## config.mk

```make
export PLATFORM = sky130hd
export DESIGN_NAME = guid_text_parser_core
export DESIGN_NICKNAME = d
export VERILOG_FILES = /design/src/gtp_pkg.sv /design/src/gtp_char_decode.sv /design/src/gtp_parse_step.sv /design/src/guid_text_parser_core.sv
export VERILOG_INCLUDE_DIRS = /design/src /design/src/src
export SDC_FILE = /design/constraint.sdc
export NUM_CORES = 1
export LEC_CHECK = 0
export CAP_MARGIN = 20
export CORE_MARGIN = 4
export CORE_UTILIZATION = 54
export DETAILED_ROUTE_END_ITERATION = 12
export DONT_BUFFER_PORTS = 1
export PLACE_DENSITY = 0.68
export SLEW_MARGIN = 40
export SYNTH_ARGS = -nofsm -noshare
export SYNTH_HDL_FRONTEND = slang
export SYNTH_SLANG_ARGS = --single-unit
```

## constraint.sdc

```tcl
create_clock -name clock -period 6.5 [get_ports clock]
set_clock_uncertainty 0.05 [all_clocks]
set_input_delay 0.325 -clock clock [delete_from_list [all_inputs] [get_ports clock]]
set_output_delay 0.325 -clock clock [all_outputs]
set_load 0.005 [all_outputs]
```

## src/guid_text_parser_core_macros.svh

```systemverilog
// Assertion macros for the identifier text parser.
// Included by the top level only; no other dependencies.
`ifndef GUID_TEXT_PARSER_CORE_MACROS_SVH
`define GUID_TEXT_PARSER_CORE_MACROS_SVH

// Same-cycle implication, disabled during reset.
`define GTP_ASSERT_NOW(lbl, clk, rst, ante, cons, msg) \
   lbl: assert property (@(posedge clk) disable iff (rst) (ante) |-> (cons)) else $error(msg);

// Next-cycle implication, disabled during reset.
`define GTP_ASSERT_NEXT(lbl, clk, rst, ante, cons, msg) \
   lbl: assert property (@(posedge clk) disable iff (rst) (ante) |=> (cons)) else $error(msg);

`endif

```

## src/gtp_pkg.sv

```systemverilog
// Shared types and constants for the identifier text parser.
// No dependencies; imported by every module of the block.
`timescale 1ns / 1ps

package gtp_pkg;

   localparam logic [7:0] CH_SPACE = 8'h20;
   localparam logic [7:0] CH_DASH  = 8'h2D;
   localparam logic [7:0] CH_BRACE = 8'h7B;

   localparam logic [4:0] ID_BYTES = 5'd16;
   localparam int         ID_BITS  = 128;

   // parse phases
   localparam logic [2:0] PH_LEAD   = 3'd0;
   localparam logic [2:0] PH_BRACE  = 3'd1;
   localparam logic [2:0] PH_SP2    = 3'd2;
   localparam logic [2:0] PH_SECOND = 3'd3;
   localparam logic [2:0] PH_SEP1   = 3'd4;
   localparam logic [2:0] PH_DASH   = 3'd5;
   localparam logic [2:0] PH_SEP3   = 3'd6;
   localparam logic [2:0] PH_DONE   = 3'd7;

   typedef struct packed {
      logic       is_hex;
      logic [3:0] nibble;
      logic       is_space;
      logic       is_dash;
      logic       is_brace;
   } char_class_type;

   typedef struct packed {
      logic [2:0]         phase;
      logic [4:0]         byte_count;
      logic [3:0]         high_nibble;
      logic [ID_BITS-1:0] id;
      logic               failed;
   } parse_state_type;

   typedef struct packed {
      logic               ok;
      logic [ID_BITS-1:0] id;
   } parse_result_type;

   localparam parse_state_type PARSE_RESET = '{
      phase:       PH_LEAD,
      byte_count:  5'd0,
      high_nibble: 4'd0,
      id:          '0,
      failed:      1'b0
   };

endpackage

```

## src/gtp_char_decode.sv

```systemverilog
// Character classifier: hex digit value and separator flags for one byte.
// Depends on gtp_pkg.
`timescale 1ns / 1ps

module gtp_char_decode
   import gtp_pkg::*;
(
   input  logic [7:0]     ch,
   output char_class_type cls
);

   always_comb begin
      cls = '0;
      if (ch inside {[8'h30:8'h39]}) begin
         cls.is_hex = 1'b1;
         cls.nibble = ch[3:0];
      end else if (ch inside {[8'h41:8'h46], [8'h61:8'h66]}) begin
         // 'A'/'a' have low nibble 1, so add nine
         cls.is_hex = 1'b1;
         cls.nibble = ch[3:0] + 4'd9;
      end
      cls.is_space = (ch == CH_SPACE);
      cls.is_dash  = (ch == CH_DASH);
      cls.is_brace = (ch == CH_BRACE);
   end

endmodule

```

## src/gtp_parse_step.sv

```systemverilog
// Next-state logic of the parser: one character against the current state.
// Depends on gtp_pkg; fed by gtp_char_decode.
`timescale 1ns / 1ps

module gtp_parse_step
   import gtp_pkg::*;
(
   input  parse_state_type  cur,
   input  char_class_type   cls,
   input  logic             last,
   output parse_state_type  nxt,
   output parse_result_type result
);

   logic       start;
   logic       push;
   logic [7:0] push_byte;
   logic       fin;
   logic       push_any;
   logic [7:0] shift_byte;
   logic       final_byte;

   always_comb begin
      nxt        = cur;
      start      = 1'b0;
      push       = 1'b0;
      push_byte  = 8'd0;
      final_byte = (cur.byte_count == ID_BYTES - 5'd1);

      if (!cur.failed) begin
         case (cur.phase)
            PH_LEAD: begin
               if (cls.is_brace) nxt.phase = PH_BRACE;
               else if (!cls.is_space) start = 1'b1;
            end
            PH_BRACE: begin
               if (cls.is_space) nxt.phase = PH_SP2;
               else if (!cls.is_brace) start = 1'b1;
            end
            PH_SP2: begin
               if (!cls.is_space) start = 1'b1;
            end
            PH_SECOND: begin
               push = 1'b1;
               if (cls.is_hex) begin
                  push_byte = {cur.high_nibble, cls.nibble};
                  nxt.phase = final_byte ? PH_DONE : PH_SEP1;
               end else begin
                  // lone digit: close the byte, then treat char as separator
                  push_byte = {4'd0, cur.high_nibble};
                  if (final_byte) nxt.phase = PH_DONE;
                  else if (cls.is_dash) nxt.phase = PH_DASH;
                  else begin
                     nxt.phase = PH_SEP1;
                     if (!cls.is_space) start = 1'b1;
                  end
               end
            end
            PH_SEP1: begin
               if (cls.is_dash) nxt.phase = PH_DASH;
               else if (!cls.is_space) start = 1'b1;
            end
            PH_DASH: begin
               if (cls.is_space) nxt.phase = PH_SEP3;
               else if (!cls.is_dash) start = 1'b1;
            end
            PH_SEP3: begin
               if (!cls.is_space) start = 1'b1;
            end
            default: begin
            end
         endcase
      end

      if (start) begin
         if (cls.is_hex) begin
            nxt.high_nibble = cls.nibble;
            nxt.phase       = PH_SECOND;
         end else begin
            nxt.failed = 1'b1;
         end
      end

      // a pending lone digit on the final character completes a byte
      fin        = last && !nxt.failed && (nxt.phase == PH_SECOND);
      push_any   = push || fin;
      shift_byte = fin ? {4'd0, nxt.high_nibble} : push_byte;

      if (push_any) begin
         nxt.id         = {cur.id[ID_BITS-9:0], shift_byte};
         nxt.byte_count = cur.byte_count + 5'd1;
      end

      result.ok = !nxt.failed && (nxt.byte_count >= ID_BYTES);
      result.id = result.ok ? nxt.id : '0;
   end

endmodule

```

## src/guid_text_parser_core.sv

```systemverilog
// Top level of the identifier text parser: state register, result register.
// Depends on gtp_pkg, gtp_char_decode, gtp_parse_step and the macro header.
`timescale 1ns / 1ps
`include "guid_text_parser_core_macros.svh"

// Parses a 128-bit identifier from text, one ASCII character per word on the
// req_ channel. Leading spaces, then any '{' run, then spaces are skipped;
// sixteen bytes of one or two hex digits follow, separated by optional
// spaces, dashes and spaces. Anything after the sixteenth byte is ignored.
// The word marked req_last produces exactly one rsp_ word: rsp_ok high with
// the identifier (byte 0 at the top of rsp_id_high), or rsp_ok low with both
// id fields zero. The parser then starts over on the next character.
// Rate: one character per clock, sustained. The single loop through the
// parse state register is the only recurrence; the registered result
// appears in the cycle after the last character is taken. Only a last
// character can be held off, and only while a prior result stalls on rsp_.
module guid_text_parser_core
   import gtp_pkg::*;
(
   input  logic        clock,
   input  logic        reset,
   // character input
   input  logic        req_valid,
   output logic        req_stall,
   input  logic [7:0]  req_ch,
   input  logic        req_last,
   // parse result
   output logic        rsp_valid,
   input  logic        rsp_stall,
   output logic        rsp_ok,
   output logic [63:0] rsp_id_high,
   output logic [63:0] rsp_id_low
);

   parse_state_type  state_ff;
   parse_state_type  state_in;
   parse_state_type  step_nxt;
   parse_result_type step_res;
   char_class_type   char_cls;

   logic        rsp_valid_ff;
   logic        rsp_valid_in;
   logic        rsp_ok_ff;
   logic [63:0] rsp_id_high_ff;
   logic [63:0] rsp_id_low_ff;

   logic req_take;
   logic rsp_load;

   logic rsp_fail;
   logic fail_id_zero;
   logic restarted;
   logic done_count_agree;

   // Classify the incoming character.
   gtp_char_decode u_decode (
      .ch  (req_ch),
      .cls (char_cls)
   );

   // Advance the parse by one character.
   gtp_parse_step u_step (
      .cur    (state_ff),
      .cls    (char_cls),
      .last   (req_last),
      .nxt    (step_nxt),
      .result (step_res)
   );

   // Hold off only a last word, and only when the result register is
   // occupied and its consumer is stalling; other words always pass.
   assign req_stall = rsp_valid_ff & rsp_stall & req_last;
   assign req_take  = req_valid & ~req_stall;
   assign rsp_load  = req_take & req_last;

   // Advance the state on every accepted word; drop back to the start of a
   // new string once the last word has been taken.
   always_comb begin
      state_in = state_ff;
      if (req_take) begin
         state_in = req_last ? PARSE_RESET : step_nxt;
      end
   end

   always_ff @(posedge clock) begin
      if (reset) begin
         state_ff <= PARSE_RESET;
      end else begin
         state_ff <= state_in;
      end
   end

   // Result register: load on a last word, clear once taken downstream.
   always_comb begin
      rsp_valid_in = rsp_valid_ff;
      if (rsp_load) rsp_valid_in = 1'b1;
      else if (!rsp_stall) rsp_valid_in = 1'b0;
   end

   always_ff @(posedge clock) begin
      if (reset) begin
         rsp_valid_ff <= 1'b0;
      end else begin
         rsp_valid_ff <= rsp_valid_in;
      end
   end

   always_ff @(posedge clock) begin
      if (rsp_load) begin
         rsp_ok_ff      <= step_res.ok;
         rsp_id_high_ff <= step_res.id[ID_BITS-1:64];
         rsp_id_low_ff  <= step_res.id[63:0];
      end
   end

   assign rsp_valid   = rsp_valid_ff;
   assign rsp_ok      = rsp_ok_ff;
   assign rsp_id_high = rsp_id_high_ff;
   assign rsp_id_low  = rsp_id_low_ff;

   // Terms checked by the assertions below.
   assign rsp_fail         = rsp_valid_ff && !rsp_ok_ff;
   assign fail_id_zero     = (rsp_id_high_ff == 64'd0) && (rsp_id_low_ff == 64'd0);
   assign restarted        = rsp_valid_ff && (state_ff.phase == PH_LEAD)
                             && (state_ff.byte_count == 5'd0);
   assign done_count_agree = ((state_ff.phase == PH_DONE) == (state_ff.byte_count == ID_BYTES))
                             && (state_ff.byte_count <= ID_BYTES);

   // A failed parse never carries identifier bits.
   `GTP_ASSERT_NOW(a_fail_zero, clock, reset, rsp_fail, fail_id_zero, "failed result has id")

   // The last word yields a result and restarts the parse.
   `GTP_ASSERT_NEXT(a_last_restart, clock, reset, rsp_load, restarted, "no restart after last")

   // The done phase is reached exactly when all sixteen bytes are in.
   `GTP_ASSERT_NOW(a_done_count, clock, reset, 1'b1, done_count_agree, "done phase disagrees")

endmodule
```

======== Word level (Yosys, flattened, before mapping) ========
Index checks and enable logic that the tools add are counted.
operators by class
  add/subtract/negate cells ............... 2
  $lt $le $gt $ge ......................... 7
  equality and inequality tests ........... 12
  mux-type cells .......................... 40
  bitwise gates (word level) .............. 5
  reductions and logical operators ........ 11
operators with widths
  operator             number
  $mux 141             1
  $mux 128             1
  $mux 8               4
  $mux 3               9
  $mux 1               17
  $eq 8x6->1 const B   2
  $ge 8x7->1 const B   2
  $le 8x7->1 const B   2
  $mux 5               3
  $pmux 3 s5           1
  $eq 3x2->1 const B   3
  $eq 3x3->1 const B   3
  $eq 8x7->1 const B   1
  $ge 8x6->1 const B   1
  $le 8x6->1 const B   1
  $mux 4               2
  $logic_and 1x1->1    6
  $pmux 1 s6           1
  $add 5x1->5 const B  1
  $eq 5x4->1 const B   1
  $ge 5x5->1 const B   1
  $add 4x4->4 const B  1
  $and 1x1->1          4
  $eq 3x1->1 const B   1
  other kinds (8)      8
storage, ports and cells
  bits in registers ....................... 271
  input bits .............................. 13
  output and inout bits ................... 131

======== Longest topological paths before layout ========
  word-level depth ........................ 16
  mapped depth ............................ 13
  gate-level depth less buffers ........... 9

======== Hierarchy ========
From an unflattened synthesis, not the netlist that was laid out.
unflattened totals
  cells, all modules ...................... 888
  area total of the unflattened synthesis .. 11,923.9 um^2
modules (own cells, without submodules)
  module                 times used  cells each  area an instance (um^2)
  guid_text_parser_core  1           450         8,162.8
  gtp_parse_step         1           405         3,502.1
  gtp_char_decode        1           33          259.0

======== Worst setup path after synthesis ========
Ideal clock, no wire load.
  kind .................................... input to register
  start ................................... in req_last
  end ..................................... reg state_ff[135] (netlist name)
  arrival ................................. 6.986 ns
  required time ........................... 6.319 ns
  path slack .............................. -0.667 ns
  stages .................................. 8
  cells stage by stage .................... clkbuf_1 > nand3_1 > nand2_1 > buf_1 > nor2_1 > nor2_1 > o211ai_1 > o31ai_1
between the ends
  longest elaborated chain between the ends .. 5
ends and longest elaborated chain
  item                             RTL line                     text
  start, declared                  guid_text_parser_core.sv:26  input logic req_last,
  $logic_and 1x1->1 (2 in series)  gtp_parse_step.sv:85         fin = last && !nxt.failed && (nxt.phase == PH_SECOND);
  $logic_or 1x1->1                 gtp_parse_step.sv:86         push_any = push || fin;
  $mux 5                           gtp_parse_step.sv:89         if (push_any) begin
  $mux 141                         guid_text_parser_core.sv:81  state_in = req_last ? PARSE_RESET : step_nxt;
  end signal, assigned             guid_text_parser_core.sv:89  state_ff <= state_in;
  end, declared                    guid_text_parser_core.sv:35  parse_state_type state_ff;
Parallel ways exist; a longest one is shown, timed or not.
A chain may end at the register's enable or synchronous reset.

======== Worst setup path after layout ========
  start ................................... reg state_ff[138] (netlist name)
  end ..................................... reg rsp_id_low_ff[43], in the netlist rsp_id_low[43], data pin
between the ends
  longest elaborated chain between the ends .. 12
ends and longest elaborated chain
  item                                                                 RTL line                      text
  parallel branches: the longest is 12 deep, another holds $ge 5x5->1  --
  end signal, assigned                                                 guid_text_parser_core.sv:112  rsp_id_low_ff <= step_res.id[63:0];
  end, declared                                                        guid_text_parser_core.sv:45   logic [63:0] rsp_id_low_ff;
Several ways; the timed one is not identified.

==> impl_metrics.toml <==
[clock_network]
cts.sinks = 271
clk_pin_slew_ps = 70
clockBufferDepth = 3
clock_latency_ps = 530
htreeDepth = 1
cts_inserted_buffers = 28
ctsResizeCount = 0
clockRootBuffer = "clkbuf_16"
tritoncts = "done"

[pwr]
power_density_nw_per_um2 = 292
ir_worst_vdd_v = 0.000169
p_leak_nw = 3.64
finalPower_w = 0.00356

[worst_hold_path]
min_path_type = "in -> reg"
min-delay-start = "req_last"
worstHoldEndpoint = "state_ff[138]$_SDFFE_PP0P_"
whs_path_depth = 3

[critical_path]
ff2ff_setup_slack_ps = 3300
worstPathArrival_ps = 3380
rr_worst_depth = 8
startpoint_type = "flop"
crit_fanout = 70
path_class = "reg -> reg"
r2r_start = "state_ff[138]$_SDFFE_PP0P_"
cp.required_ps = 6680
timing.rr.end = "rsp_id_low[43]$_SDFFCE_PN0P_"
end_kind = "flop"

[place]
placed_cells = 1323
port_buffers = 0
place_hpwl_mm = 14.6
gp_congestion = 0.840

[job]
drv_cap = 0

[timing]
fmax_mhz = 312
post-route-min-period_ps = 3200
setup_violations = 0
tightest_slew_ps = 795
max_slew_margin_pct = 46.8
hold_viol = 0
finalSetupTns_ps = 0
drv_slew = 0
fin_crit_sh_pct = 49.2
grt_setup_unrepaired = "false"

[die]
initial_core_util_pct = 54.8
core.rowCount = 52
core_area_um2 = 20200
die_area_um2 = 22900
die_h_um = 151
ios = 144
chipWidth_um = 151

[grt]
overflow = 0
grt_pass1_vias = 7382
antenna_found_initial = 0
grt_usage_pct = 21.6
grt_pass1_wl_mm = 40.3
grt_max_degree = 132

[final_layout]
regArea_um2 = 6720
drive_gt1_share_pct = 6.76
syn2layout_area_growth_pct = 9.98
layout.nets = 1108
fin_cells = 1380
nFillCells = 1693
multiInputGateArea_um2 = 3950
antenna_cells = 0

[logic_synthesis]
netlist_area_um2 = 11100
syn-num-nets = 1153
synth-edff-count = 129
synth_top_area_cell = "edfxtp_1"
synth.avg_cell_area_um2 = 9.78
ys_seq_area_share_pct = 60.6
ys_top_cells_by_count = "262 x nand2_1, 147 x nor2_1, 142 x dfxtp_1"
synthArstFlopShare_pct = 0
yosys_warnings = 0
ys.flop_type = "dfxtp_1"
synth_cell_types = 56
synth_area_leaders = "edfxtp_1 35%, dfxtp_1 26%, nand2_1 8.9%"
synth_cells = 1133
synth_seq_cells = 271
synth.most_common_cell = "nand2_1"
synth_top_area_share_pct = 35.0

[detailed_routing]
highest-signal-layer = "met4"
wl_met2_mm = 12.0
drtIter0Drc = 812
viasPerCell = 5.89
drt_drc_violations_left = 0
drtPass1Iterations = 5
wl_met1_mm = 11.4
wl_met3_mm = 1.82
vias = 8123
ant_nets = 0
wl_mm = 25.7
wl_per_cell_um = 18.6

[outcome]
status = "finished clean"
[logic make-up (layout without fill, tap and decap cells)]
kind of cell,after synthesis,after routing,synth area share [%]
XOR/XNOR,1,1,0.0790
flip-flops,271,271,60.6
adder cells (fa/ha/maj),7,7,0.790
AO/OA/AOI/OAI,301,301,17.8
multiplexers,7,7,0.655
AND/OR/NAND/NOR,442,442,15.8
buffers and inverters,104,81,4.24
[flip-flops by register name, summed over array words and instances (netlist names)]
name / cells
rsp_id_high: 64
rsp_id_low: 64
rsp_ok: 1
rsp_valid: 1
state_ff: 141
[per-stage QoR]
stage / utilization (%) / cell area, um2 / setup WS, ps / hold WS [ps]
after floorplan: - / 11100 / 1550 / 385
after global placement: 55.1 / 11100 / 3160 / 358
after detailed placement: 55.2 / 11200 / 3190 / 356
after CTS: 60.1 / 12200 / 3330 / 0.751
after global routing: 60.2 / 12200 / 3070 / 31.1
final: 60.2 / 12200 / 3300 / 13.9
[cells in the final DEF (no fill, tap or decap), types with 4 or more instances in the layout]
cell type / instances
inv_1: 11
nor3_1: 5
clkinv_1: 4
edfxtp_1: 129
clkinv_2: 8
ha_1: 7
nand2b_1: 4
a21oi_1: 126
nor2_1: 146
a22o_1: 8
nand2_1: 262
a22oi_1: 127
mux2i_1: 4
buf_4: 10
o211ai_1: 4
o21ai_0: 5
dfxtp_1: 142
clkbuf_16: 29
[area by class of cell]
cell class | instances | area share [%]
clock inverters | 18 | 1.38
multi-input cells | 758 | 32.4
clock buffers | 34 | 6.35
repair buffers | 18 | 1.67
flip-flops and latches | 271 | 55.1
well taps | 270 | 2.77
inverters | 11 | 0.339
[layer usage]
layer  GRT usage, %  vias up
met2           33.7      267
li1               -     3904
met4           4.76        0
met1           31.3     3923
met5              0        -
met3           4.61       29
[worst max-delay path by stage]
stage / from / endpoint / cells after the start
finish: state_ff[138]$_SDFFE_PP0P_ / rsp_id_low[43]$_SDFFCE_PN0P_ / 8
global route: state_ff[138]$_SDFFE_PP0P_ / rsp_id_low[43]$_SDFFCE_PN0P_ / 8
CTS: state_ff[133]$_SDFFE_PP0P_ / rsp_id_low[3]$_SDFFCE_PN0P_ / 10
detailed placement: req_ch[0] / rsp_id_high[14]$_SDFFCE_PN0P_ / 12
global placement: req_ch[0] / rsp_id_low[49]$_SDFFCE_PN0P_ / 11
floorplan: req_last / state_ff[135]$_SDFFE_PP0P_ / 8
[power by group]
part / internal, W / switching (W) / total [W]
logic: 0.0000205 / 0.0000768 / 0.0000973
registers: 0.00182 / 0.0000255 / 0.00185
clock network: 0.000963 / 0.000648 / 0.00161
[critical path: stages, from the launching register on]
cell	delay [ps]
dfxtp_1	500
nand2_1	190
or3_1	560
nor2_1	270
o32ai_2	120
o211ai_2	120
mux2i_4	270
buf_4	590
a21oi_1	160
[repair_timing]
item | 4_1_cts | 5_1_grt
endpoints found under the hold margin | 132 | 0
setup buffers | 0 | 0
hold buffers | 4 | 0
Note: power is estimated with default switching activity, not from simulation.
